## src/design/bsde_pkg.sv

```systemverilog
// bsde_pkg: types and constants shared by the backup stream data extractor.
// Depends on nothing; every other design file except bsde_if.sv refers to it by scoped names.
package bsde_pkg;

	// record header length in bytes
	localparam int unsigned HEADER_BYTES = 20;
	localparam int unsigned HDR_IDX_W    = $clog2(HEADER_BYTES);

	// reset value of the selected data stream id
	localparam logic [31:0] DATA_ID_RESET = 32'd1;

	// parse phase; code 3 is unused and behaves as header phase
	typedef enum logic [1:0] {
		PH_HEADER = 2'd0,
		PH_NAME   = 2'd1,
		PH_BODY   = 2'd2
	} phase_t;

	// one input item as held in the input register
	typedef struct packed {
		logic [7:0] data_in;
		logic       block_end;
	} item_t;

	// one result item
	typedef struct packed {
		logic [7:0] data_out;
		logic       data_valid;
		logic       block_end_out;
	} result_t;

endpackage

```

## src/design/bsde_if.sv

```systemverilog
// Handshake channel interfaces of the backup stream data extractor.
// Depends on nothing; one interface per channel kind.

// raw byte stream channel
interface bsde_byte_if;
	logic       valid;
	logic       ready;
	logic [7:0] data_in;
	logic       block_end;

	modport source (output valid, output data_in, output block_end, input ready);
	modport sink (input valid, input data_in, input block_end, output ready);
endinterface

// result channel
interface bsde_result_if;
	logic       valid;
	logic       ready;
	logic [7:0] data_out;
	logic       data_valid;
	logic       block_end_out;

	modport source (output valid, output data_out, output data_valid,
		output block_end_out, input ready);
	modport sink (input valid, input data_out, input data_valid,
		input block_end_out, output ready);
endinterface

// configuration write channel
interface bsde_cfg_if;
	logic        valid;
	logic        ready;
	logic [31:0] data_stream_id;

	modport source (output valid, output data_stream_id, input ready);
	modport sink (input valid, input data_stream_id, output ready);
endinterface

```

## src/design/bsde_in_stage.sv

```systemverilog
// bsde_in_stage: input register of the extractor, one item deep.
// Depends on bsde_pkg (item_t).
module bsde_in_stage (
	input  logic                 clk,
	input  logic                 arst_n,
	input  logic                 in_valid,
	output logic                 in_ready,
	input  bsde_pkg::item_t      in_item,
	input  logic                 advance,
	output logic                 valid_s1,
	output bsde_pkg::item_t      item_s1
);

	// register empties or moves on when the next stage advances
	assign in_ready = !valid_s1 || advance;

	// valid flag
	always_ff @(posedge clk or negedge arst_n) begin
		if (!arst_n) begin
			valid_s1 <= 1'b0;
		end else if (in_ready) begin
			valid_s1 <= in_valid;
		end
	end

	// payload, no reset
	always_ff @(posedge clk) begin
		if (in_ready && in_valid) begin
			item_s1 <= in_item;
		end
	end

endmodule

```

## src/design/bsde_parser.sv

```systemverilog
// bsde_parser: record parser state and per-byte result logic.
// Depends on bsde_pkg (phase_t, item_t, result_t, header constants).
module bsde_parser (
	input  logic                 clk,
	input  logic                 arst_n,
	input  logic                 cfg_we,
	input  logic [31:0]          cfg_data,
	input  logic                 fire,
	input  bsde_pkg::item_t      item,
	output bsde_pkg::result_t    result
);

	localparam int unsigned IW = bsde_pkg::HDR_IDX_W;
	localparam logic [IW-1:0] LAST_IDX = IW'(bsde_pkg::HEADER_BYTES - 1);

	bsde_pkg::phase_t phase_q, phase_n;
	logic [IW-1:0]    hdr_idx_q, hdr_idx_n, idx_c;
	logic [31:0]      id_q, id_n, id_base;
	logic [63:0]      body_q, body_n, body_base;
	logic [31:0]      name_q, name_n, name_base;
	logic [63:0]      rem_q, rem_n, rem_dec;
	logic             sel_q, sel_n;
	logic [31:0]      data_id_q;
	logic             rem_last;
	logic             hdr_last;
	logic             valid_c;

	// selected stream id register
	always_ff @(posedge clk or negedge arst_n) begin
		if (!arst_n) begin
			data_id_q <= bsde_pkg::DATA_ID_RESET;
		end else if (cfg_we) begin
			data_id_q <= cfg_data;
		end
	end

	// header byte position, clamped to the last byte
	assign idx_c    = (hdr_idx_q > LAST_IDX) ? LAST_IDX : hdr_idx_q;
	assign hdr_last = (idx_c == LAST_IDX);

	// header field capture; first byte starts from clear fields
	assign id_base   = (idx_c == '0) ? 32'd0 : id_q;
	assign body_base = (idx_c == '0) ? 64'd0 : body_q;
	assign name_base = (idx_c == '0) ? 32'd0 : name_q;

	always_comb begin
		id_n   = id_base;
		body_n = body_base;
		name_n = name_base;
		if (idx_c < IW'(4)) begin
			id_n = id_base | ({24'd0, item.data_in} << {idx_c[1:0], 3'b000});
		end else if (idx_c >= IW'(8) && idx_c < IW'(16)) begin
			body_n = body_base | ({56'd0, item.data_in} << {idx_c[2:0], 3'b000});
		end else if (idx_c >= IW'(16)) begin
			name_n = name_base | ({24'd0, item.data_in} << {idx_c[1:0], 3'b000});
		end
	end

	// name/body countdown: saturating decrement, ends when at most one left
	assign rem_dec  = (rem_q != 64'd0) ? rem_q - 64'd1 : 64'd0;
	assign rem_last = (rem_q[63:1] == 63'd0);

	// next state
	always_comb begin
		phase_n   = phase_q;
		hdr_idx_n = hdr_idx_q;
		rem_n     = rem_q;
		sel_n     = sel_q;
		unique case (phase_q)
			bsde_pkg::PH_NAME: begin
				rem_n = rem_dec;
				if (rem_last) begin
					if (body_q != 64'd0) begin
						phase_n = bsde_pkg::PH_BODY;
						rem_n   = body_q;
					end else begin
						phase_n = bsde_pkg::PH_HEADER;
						rem_n   = 64'd0;
					end
				end
			end
			bsde_pkg::PH_BODY: begin
				rem_n = rem_dec;
				if (rem_last) begin
					phase_n = bsde_pkg::PH_HEADER;
				end
			end
			default: begin
				phase_n = bsde_pkg::PH_HEADER;
				if (hdr_last) begin
					hdr_idx_n = '0;
					sel_n     = (id_n == data_id_q);
					if (name_n != 32'd0) begin
						phase_n = bsde_pkg::PH_NAME;
						rem_n   = {32'd0, name_n};
					end else if (body_n != 64'd0) begin
						phase_n = bsde_pkg::PH_BODY;
						rem_n   = body_n;
					end else begin
						rem_n = 64'd0;
					end
				end else begin
					hdr_idx_n = idx_c + IW'(1);
				end
			end
		endcase
	end

	// result for the current item
	always_comb begin
		valid_c              = (phase_q == bsde_pkg::PH_BODY) && sel_q;
		result.data_valid    = valid_c;
		result.data_out      = valid_c ? item.data_in : 8'd0;
		result.block_end_out = item.block_end;
	end

	// parser state registers
	always_ff @(posedge clk or negedge arst_n) begin
		if (!arst_n) begin
			phase_q   <= bsde_pkg::PH_HEADER;
			hdr_idx_q <= '0;
			id_q      <= 32'd0;
			body_q    <= 64'd0;
			name_q    <= 32'd0;
			rem_q     <= 64'd0;
			sel_q     <= 1'b0;
		end else if (fire) begin
			phase_q <= phase_n;
			hdr_idx_q <= hdr_idx_n;
			rem_q   <= rem_n;
			sel_q   <= sel_n;
			if (phase_q != bsde_pkg::PH_NAME && phase_q != bsde_pkg::PH_BODY) begin
				id_q   <= id_n;
				body_q <= body_n;
				name_q <= name_n;
			end
		end
	end

	// name and body phases always have bytes left to count
	a_rem_live: assert property (@(posedge clk) disable iff (!arst_n)
		(phase_q == bsde_pkg::PH_NAME || phase_q == bsde_pkg::PH_BODY) |-> rem_q != 64'd0)
		else $error("name/body phase with zero count");

	// header index stays inside the header
	a_idx_range: assert property (@(posedge clk) disable iff (!arst_n)
		hdr_idx_q <= LAST_IDX)
		else $error("header index out of range");

	// completing a header restarts the index
	a_hdr_wrap: assert property (@(posedge clk) disable iff (!arst_n)
		fire && phase_q == bsde_pkg::PH_HEADER && hdr_last |=> hdr_idx_q == '0)
		else $error("header index not restarted");

	// header index only moves in header phase
	a_idx_hold: assert property (@(posedge clk) disable iff (!arst_n)
		(phase_q == bsde_pkg::PH_NAME || phase_q == bsde_pkg::PH_BODY) |=> $stable(hdr_idx_q))
		else $error("header index moved outside header");

endmodule

```

## src/design/bsde_out_stage.sv

```systemverilog
// bsde_out_stage: result register of the extractor.
// Depends on bsde_pkg (result_t).
module bsde_out_stage (
	input  logic                 clk,
	input  logic                 arst_n,
	input  logic                 load,
	input  bsde_pkg::result_t    result,
	input  logic                 out_ready,
	output logic                 advance,
	output logic                 valid_s2,
	output bsde_pkg::result_t    result_s2
);

	// register may take a new result when empty or being drained
	assign advance = !valid_s2 || out_ready;

	// valid flag
	always_ff @(posedge clk or negedge arst_n) begin
		if (!arst_n) begin
			valid_s2 <= 1'b0;
		end else if (advance) begin
			valid_s2 <= load;
		end
	end

	// payload, no reset
	always_ff @(posedge clk) begin
		if (advance && load) begin
			result_s2 <= result;
		end
	end

endmodule

```

## src/design/backup_stream_data_extractor.sv

```systemverilog
// backup_stream_data_extractor: top level, input register, parser, result register.
// Depends on bsde_pkg, bsde_if.sv, bsde_in_stage, bsde_parser, bsde_out_stage.
//
//  channel  | dir | payload                                  | accepted when
//  ---------+-----+------------------------------------------+---------------------
//  src_ch   | in  | data_in[7:0], block_end                  | valid && ready
//  res_ch   | out | data_out[7:0], data_valid, block_end_out | valid && ready
//  cfg_ch   | in  | data_stream_id[31:0]                     | valid (ready tied 1)
//
// One byte per clock sustained while res_ch.ready stays high; results come from the result register.
// The rate is set by the combinational parser step between the two registers.
// arst_n clears the parser to header phase and data_stream_id to 1.
// A stalled result holds in the result register; the input register takes an item
// only while empty, and once it holds one src_ch.ready drops until the result is taken.
module backup_stream_data_extractor (
	input  logic                 clk,
	input  logic                 arst_n,
	bsde_byte_if.sink            src_ch,
	bsde_result_if.source        res_ch,
	bsde_cfg_if.sink             cfg_ch
);

	bsde_pkg::item_t   src_item;
	bsde_pkg::item_t   item_s1;
	bsde_pkg::result_t result_c;
	bsde_pkg::result_t result_s2;
	logic              valid_s1;
	logic              valid_s2;
	logic              advance;
	logic              fire;

	assign src_item.data_in   = src_ch.data_in;
	assign src_item.block_end = src_ch.block_end;

	// configuration is always taken
	assign cfg_ch.ready = 1'b1;

	// input register
	bsde_in_stage u_in (
		.clk      (clk),
		.arst_n   (arst_n),
		.in_valid (src_ch.valid),
		.in_ready (src_ch.ready),
		.in_item  (src_item),
		.advance  (advance),
		.valid_s1 (valid_s1),
		.item_s1  (item_s1)
	);

	// parser works on the held item when it moves to the result register
	assign fire = valid_s1 && advance;

	bsde_parser u_parser (
		.clk      (clk),
		.arst_n   (arst_n),
		.cfg_we   (cfg_ch.valid),
		.cfg_data (cfg_ch.data_stream_id),
		.fire     (fire),
		.item     (item_s1),
		.result   (result_c)
	);

	// result register
	bsde_out_stage u_out (
		.clk       (clk),
		.arst_n    (arst_n),
		.load      (valid_s1),
		.result    (result_c),
		.out_ready (res_ch.ready),
		.advance   (advance),
		.valid_s2  (valid_s2),
		.result_s2 (result_s2)
	);

	assign res_ch.valid         = valid_s2;
	assign res_ch.data_out      = result_s2.data_out;
	assign res_ch.data_valid    = result_s2.data_valid;
	assign res_ch.block_end_out = result_s2.block_end_out;

	// a held item is never dropped while the result side stalls
	a_s1_hold: assert property (@(posedge clk) disable iff (!arst_n)
		valid_s1 && !advance |=> valid_s1)
		else $error("input item lost during stall");

	// a stalled result stays valid
	a_s2_hold: assert property (@(posedge clk) disable iff (!arst_n)
		valid_s2 && !res_ch.ready |=> valid_s2 && $stable(result_s2))
		else $error("result changed during stall");

	// a fired item always produces a result next cycle
	a_fire_out: assert property (@(posedge clk) disable iff (!arst_n)
		fire |=> valid_s2)
		else $error("result missing after parse");

endmodule
```

## src/flat_wrapper.sv

```systemverilog
// flat-port wrapper written by rule: the top's interface ports become plain ports
module backup_stream_data_extractor_flat 
  (clk, arst_n, src_ch_valid, src_ch_data_in, src_ch_block_end, src_ch_ready, res_ch_valid, res_ch_data_out, res_ch_data_valid, res_ch_block_end_out, res_ch_ready, cfg_ch_valid, cfg_ch_data_stream_id, cfg_ch_ready);
  bsde_byte_if src_ch_i ();
  bsde_result_if res_ch_i ();
  bsde_cfg_if cfg_ch_i ();
  input  logic clk;
  input  logic arst_n;
  input wire logic [$bits(src_ch_i.valid)-1:0] src_ch_valid;
  input wire logic [$bits(src_ch_i.data_in)-1:0] src_ch_data_in;
  input wire logic [$bits(src_ch_i.block_end)-1:0] src_ch_block_end;
  output wire logic [$bits(src_ch_i.ready)-1:0] src_ch_ready;
  output wire logic [$bits(res_ch_i.valid)-1:0] res_ch_valid;
  output wire logic [$bits(res_ch_i.data_out)-1:0] res_ch_data_out;
  output wire logic [$bits(res_ch_i.data_valid)-1:0] res_ch_data_valid;
  output wire logic [$bits(res_ch_i.block_end_out)-1:0] res_ch_block_end_out;
  input wire logic [$bits(res_ch_i.ready)-1:0] res_ch_ready;
  input wire logic [$bits(cfg_ch_i.valid)-1:0] cfg_ch_valid;
  input wire logic [$bits(cfg_ch_i.data_stream_id)-1:0] cfg_ch_data_stream_id;
  output wire logic [$bits(cfg_ch_i.ready)-1:0] cfg_ch_ready;
  assign src_ch_i.valid = src_ch_valid;
  assign src_ch_i.data_in = src_ch_data_in;
  assign src_ch_i.block_end = src_ch_block_end;
  assign src_ch_ready = src_ch_i.ready;
  assign res_ch_valid = res_ch_i.valid;
  assign res_ch_data_out = res_ch_i.data_out;
  assign res_ch_data_valid = res_ch_i.data_valid;
  assign res_ch_block_end_out = res_ch_i.block_end_out;
  assign res_ch_i.ready = res_ch_ready;
  assign cfg_ch_i.valid = cfg_ch_valid;
  assign cfg_ch_i.data_stream_id = cfg_ch_data_stream_id;
  assign cfg_ch_ready = cfg_ch_i.ready;
  backup_stream_data_extractor u_core (.clk(clk), .arst_n(arst_n), .src_ch(src_ch_i), .res_ch(res_ch_i), .cfg_ch(cfg_ch_i));
endmodule
```

## config.mk

```make
export PLATFORM = sky130hd
export DESIGN_NAME = backup_stream_data_extractor_flat
export DESIGN_NICKNAME = d
export VERILOG_FILES = /design/src/design/bsde_pkg.sv /design/src/design/bsde_if.sv /design/src/design/bsde_in_stage.sv /design/src/design/bsde_parser.sv /design/src/design/bsde_out_stage.sv /design/src/design/backup_stream_data_extractor.sv /design/src/flat_wrapper.sv
export SDC_FILE = /design/constraint.sdc
export NUM_CORES = 1
export LEC_CHECK = 0
export BUFFER_PORTS_ARGS = -buffer_cell sky130_fd_sc_hd__buf_4
export CAP_MARGIN = 25
export CORE_MARGIN = 2
export CORE_UTILIZATION = 45
export CTS_CLUSTER_SIZE = 10
export DETAILED_ROUTE_END_ITERATION = 8
export GPL_TIMING_DRIVEN = 0
export PLACE_DENSITY_LB_ADDON = 0.08
export RECOVER_POWER = 100
export SKIP_LAST_GASP = 1
export SYNTH_ARGS = -nofsm -noshare
export SYNTH_HDL_FRONTEND = slang
export SYNTH_HIERARCHICAL = 1
export SYNTH_SLANG_ARGS = --single-unit
```

## constraint.sdc

```tcl
create_clock -name clk -period 10.5 [get_ports clk]
set_clock_uncertainty 0.2 [all_clocks]
set_input_delay 2.1 -clock clk [delete_from_list [all_inputs] [get_ports clk]]
set_output_delay 2.1 -clock clk [all_outputs]
set_load 0.05 [all_outputs]
```

# Word-level counts from Yosys, hierarchy flattened

Cells that the tools add are included.

Muxes and demuxes: 25
Reduce and logical (&&, ||, !) cells: 22
Eq/ne operators: 8
Add/sub/neg operators: 2
$lt $le $gt $ge: 5
Bitwise gates (word level): 4
Shift operators: 2

Operators by type and width:

| operator                                                               | count |
|---|---|
| 64-bit 2-to-1 mux                                                      | 9 |
| 32-bit 2-to-1 mux                                                      | 6 |
| 64-bit nonzero test                                                    | 3 |
| 64-bit case mux with 2 select lines                                    | 1 |
| 32-bit bitwise OR                                                      | 2 |
| 64-bit bitwise OR                                                      | 1 |
| 8-bit by 6-bit left shift with 64-bit output                           | 1 |
| 64-bit by 1-bit subtractor with 64-bit output (second input constant)  | 1 |
| 63-bit logical NOT                                                     | 1 |
| 32-bit equality test                                                   | 1 |
| 32-bit nonzero test                                                    | 1 |
| 8-bit by 5-bit left shift with 32-bit output                           | 1 |
| 2-bit 2-to-1 mux                                                       | 6 |
| 5-bit 2-to-1 mux                                                       | 2 |
| 2-bit inequality test (second input constant)                          | 3 |
| 2-bit AND reduction                                                    | 3 |
| 3-bit AND reduction                                                    | 2 |
| 5-bit by 1-bit adder with 5-bit output (second input constant)         | 1 |
| 5-bit equality test (second input constant)                            | 1 |
| 5-bit by 4-bit >= comparator with 1-bit output (second input constant) | 1 |
| 5-bit >= comparator (second input constant)                            | 1 |
| 5-bit greater-than comparator (second input constant)                  | 1 |
| 1-bit logical AND                                                      | 5 |
| 5-bit logical NOT                                                      | 1 |
| 11 further kinds                                                       | 13 |

Register bits: 253
Output and inout bits: 13
Input port bits: 46

# Logic depth before layout (Yosys ltp)

Depth after elaboration: 12
Mapped depth: 16
Mapped depth without buffers: 11

# Modules after synthesis

The synthesis kept the hierarchy.

Modules (own cells, without submodules):

| module                       | times used | sequential area each (um^2) | cells each | area an instance (um^2) |
|---|---|---|---|---|
| bsde_parser                  | 1          | 5,806.8                     | 1,505      | 13,750.7 |
| bsde_out_stage               | 1          | 325.3                       | 14         | 354.1 |
| bsde_in_stage                | 1          | 295.3                       | 13         | 324.1 |
| backup_stream_data_extractor | 1          | 0.0                         | 3          | 17.5 |

# Least setup slack after synthesis

Ideal clock, no wire load.

Path type: in2out
Start point: input res_ch_ready
End point: output src_ch_ready
Path buffers: 0
Stages on the path: 2
Required time: 8,200 ps
Data arrival time: 2,459 ps
Setup slack: 5,741 ps
Cell sequence: nand2b_4 -> nand2b_4

Longest elaborated chain between the ends: 2

Ends and longest elaborated chain:

| item             | line                 | text |
|---|---|---|
| start, declared  | flat_wrapper.sv:17   | `input wire logic [$bits(res_ch_i.ready)-1:0] res_ch_ready;` |
| 1-bit logical OR | bsde_out_stage.sv:15 | `assign advance = !valid_s2 \|\| out_ready;` |
| 1-bit logical OR | bsde_in_stage.sv:15  | `assign in_ready = !valid_s1 \|\| advance;` |
| end, declared    | flat_wrapper.sv:12   | `output wire logic [$bits(src_ch_i.ready)-1:0] src_ch_ready;` |

Every way passes these cells.

# Worst setup path in the final report

Start point: register u_core.u_parser.hdr_idx_q[1]
End point: register u_core.u_parser.rem_q[21]

Longest elaborated chain between the ends: 12
Elaborated cells between the ends (all ways): 28
Classes of those cells: order compare: 5; eq/ne: 1; shift: 2; mux: 12; bitwise: 2; reduce/logical: 6

Ends and longest elaborated chain:

| item                                                                                  | line               | text |
|---|---|---|
| start, declared                                                                       | bsde_parser.sv:17  | `logic [IW-1:0] hdr_idx_q, hdr_idx_n, idx_c;` |
| start signal, assigned                                                                | bsde_parser.sv:129 | `hdr_idx_q <= hdr_idx_n;` |
| 5-bit greater-than comparator                                                         | bsde_parser.sv:38  | `assign idx_c = (hdr_idx_q > LAST_IDX) ? LAST_IDX : hdr_idx_q;` |
| 5-bit 2-to-1 mux (*)                                                                  | bsde_parser.sv:38  |  |
| branches (longest 10 deep; another with 8-bit by 6-bit left shift with 64-bit output) | n/a                |  |
| end signal, assigned                                                                  | bsde_parser.sv:130 | `rem_q <= rem_n;` |
| end, declared                                                                         | bsde_parser.sv:21  | `logic [63:0] rem_q, rem_n, rem_dec;` |

Mark *: on every way between the ends. The select of a mux whose other input is x is not followed.
A chain may end at the register's enable or synchronous reset.

==> results.toml <==
[global_routing]
grt_pass1_wl_um = 96800
grt_max_degree = 115
grt_pass1_vias = 14100
antenna_found_initial = 2
grt_overflow = 0
grt_usage_pct = 39.4

[die]
die_width_um = 183
start_util_pct = 45.8
die_area_um2 = 33600
io_pins = 59
die-height_um = 183
fp-row-count = 65
core_area_um2 = 31600

[sta]
slew_violations = 35
setup_viol = 0
fmax_ghz = 0.170
relSlewSlack_pct = -60.2
finalHoldViolations = 0
final.min_clock_period_ns = 5.88
tns_ns = 0
rsz0062_at_grt = "no"
finalCritPeriodShare_pct = 56.0
worst_pin_slew_ns = 2.40

[worst_setup_path]
slowest_delay_ns = 0.63
crit_slowest_cell = "clkbuf_1"
end_kind = "flop"
required_ns = 10.83
start_kind = "flop"
crit_type = "reg2reg"
cp.arrival_ns = 6.21
crit_path_max_fanout = 10
worstPathCellList = "clkbuf_1 > clkbuf_1 > inv_1 > nand2_1 > inv_1 > ha_1 > or4b_2 > clkbuf_1 > clkbuf_1 > clkbuf_1 > clkbuf_1 > clkbuf_1 > a22oi_1 > o211ai_1 > o21ai_0 > nor2_1"
startpoint = "u_core/u_parser/hdr_idx_q[1]"
cp_common_cell = "clkbuf_1"
r2r-start = "u_core/u_parser/hdr_idx_q[1]"

[synthesis]
async_flop_share_pct = 92.5
synth_area_um2 = 14400
synth_cells = 1535
syn_nets = 1586
yosysWarnings = 6
synth.most_common_cell = "dfrtp_1"
synthTopCellsByCount = "233 x dfrtp_1, 156 x nand2_1, 110 x clkbuf_1"
synth_top_area_share_pct = 40.4
synth_edf_count = 19
synthFlopType = "dfrtp_1"
ys_types = 80
synthTopCellsByArea = "dfrtp_1 40%, nand2_1 4.1%, edfxtp_1 3.9%"
yosysSeqAreaShare_pct = 44.5
ys_seq_elements = 253
synth_top_area_cell = "dfrtp_1"
syn_avg_cell_area_um2 = 9.41

[place]
detailed_place_hpwl_um = 48300
numPortBuffers = 56
routabilityCongestion = 1.03

[final_layout]
drive_gt1_share_pct = 9.75
fin_nets = 1684
area_growth_pct = 12.9
antenna_cells = 0

[cts]
cts_repair_resize_count = 0
ctsHoldBuffers = 0
postCtsSetupBuffers = 0
htree_levels = 1
numClockSinks = 253
cts_tree = "yes"
cts_buffers = 31
worstSkewPairLatency_ns = 0.60
cts_root_buf = "clkbuf_16"
clockBufferDepth = 3
clk_pin_slew_ns = 0.06

[pwr]
p_int_mw = 1.67
switchingPower_uw = 631
p_total_mw = 2.30
power_frac_comb_pct = 10.0
p_per_area_nw_per_um2 = 141
seq_power_share_pct = 46.5
p_leak_nw = 6.46
swShare_pct = 27.4
clkPwrFrac_pct = 43.6
vdd_drop_max_v = 0.000151

[run_status]
violations = "max-capacitance violations, max-slew violations"
status = "finished, violations left"

[detailed_routing]
vias = 14600
wl_per_cell_um = 32.2
drt_iter0_drc = 2064
drc = 0
first_pass_iters = 6
routed_wirelength_um = 66100
routed_via_density = 7.10
ant_nets = 0

[min_path]
hold_path_class = "reg2reg"
min-delay-start = "u_core/u_parser/id_q[4]"

[run]
drv_cap = 1
kinds of logic after synthesis:
family	share of synthesized area (%)
AO/OA/AOI/OAI	26.0
flip-flops	44.5
other	0.0260
multiplexers	2.81
XOR/XNOR	2.67
adder cells (fa/ha/maj)	0.433
buffers and inverters	4.61
AND/OR/NAND/NOR	19.0
layer usage:
layer | up-vias | track usage (%) | wire length [µm]
met4 | 4 | 18.2 | 3630
met5 | - | 0 | 33
li1 | 6166 | - | -
met3 | 209 | 8.30 | 6710
met2 | 989 | 62.1 | 29600
met1 | 7212 | 52.0 | 26100
cell usage in the layout, fill, tap and decap left out, drive strengths merged, types with 16 or more instances in the layout:
cell type	n
a32oi	25
nand2	156
xor2	33
edfxtp	19
nand3	35
inv	24
mux2	36
clkbuf	197
o21ai	111
nor2	76
a22oi	58
nor4	63
o2111ai	16
o211ai	21
or4	20
nand4	24
a21oi	37
a32o	44
a31oi	16
nor3	58
a22o	62
a221oi	33
and2	19
buf	59
dfrtp	233
sequential cells by signal (all words and copies together) (netlist names), 5 cells and up:
| name | flops |
|---|---|
| u_core/u_in/item_s1 | 9 |
| u_core/u_parser/name_q | 32 |
| u_core/u_parser/body_q | 64 |
| u_core/u_out/result_s2 | 10 |
| u_core/u_parser/data_id_q | 32 |
| u_core/u_parser/rem_q | 64 |
| u_core/u_parser/hdr_idx_q | 5 |
| u_core/u_parser/id_q | 32 |
through the flow:
| stage | hold slack (ns) | instance area (µm²) | utilization, % | cells | setup WS, ns |
|---|---|---|---|---|---|
| 2_1_floorplan | 0.250 | 14400 | - | 1535 | 5.74 |
| 3_3_place_gp | 0.270 | 15400 | 48.7 | 1993 | 4.96 |
| 3_5_place_dp | 0.278 | 15400 | 49.0 | 1998 | 4.96 |
| 4_1_cts | 0.291 | 16400 | 51.9 | 2049 | 4.94 |
| 5_1_grt | 0.316 | 16300 | 51.7 | 2053 | 4.57 |
| 6_report | 0.306 | 16300 | 51.7 | 2053 | 4.62 |
power groups by stage:
stage | Clock [mW] | Sequential, mW | Combinational (mW)
2_1_floorplan | 0 | 1.08 | 0.120
3_3_place_gp | 0 | 1.09 | 0.224
3_5_place_dp | 0 | 1.09 | 0.227
4_1_cts | 1.01 | 1.07 | 0.229
5_1_grt | 1.05 | 1.07 | 0.244
6_report | 1.00 | 1.07 | 0.230
final timing paths:
| kind | to | slack, ns | cells past startpoint |
|---|---|---|---|
| max | u_core/u_parser/rem_q[21] | 4.62 | 16 |
| min | u_core/u_parser/id_q[4] | 0.31 | 2 |
| max reg2reg | u_core/u_parser/rem_q[21] | 4.62 | 16 |
| min reg2reg | u_core/u_parser/id_q[4] | 0.31 | 2 |
| max in group asynchronous | u_core/u_parser/data_id_q[11] | 6.60 | 2 |
| min in group asynchronous | u_core/u_parser/rem_q[14] | 2.02 | 1 |
area by class of cell:
cell class / count / area, µm²
Tap cell: 402 / 503
Clock buffer: 48 / 880
Sequential cell: 253 / 6430
Buffer: 143 / 579
Fill cell: 3004 / 15200
Inverter: 22 / 82.6
Timing Repair Buffer: 65 / 478
Clock inverter: 3 / 33.8
Multi-Input combinational cell: 1117 / 7330
critical path: cells and delay by family, from the launching register on:
kind / cells / cell delay [ns]
buffers and inverters: 9 / 3.74
AO/OA/AOI/OAI: 3 / 0.74
flip-flops: 1 / 0.43
AND/OR/NAND/NOR: 3 / 0.46
adder cells (fa/ha/maj): 1 / 0.22
No activity file was read; power rests on OpenSTA's default activity.
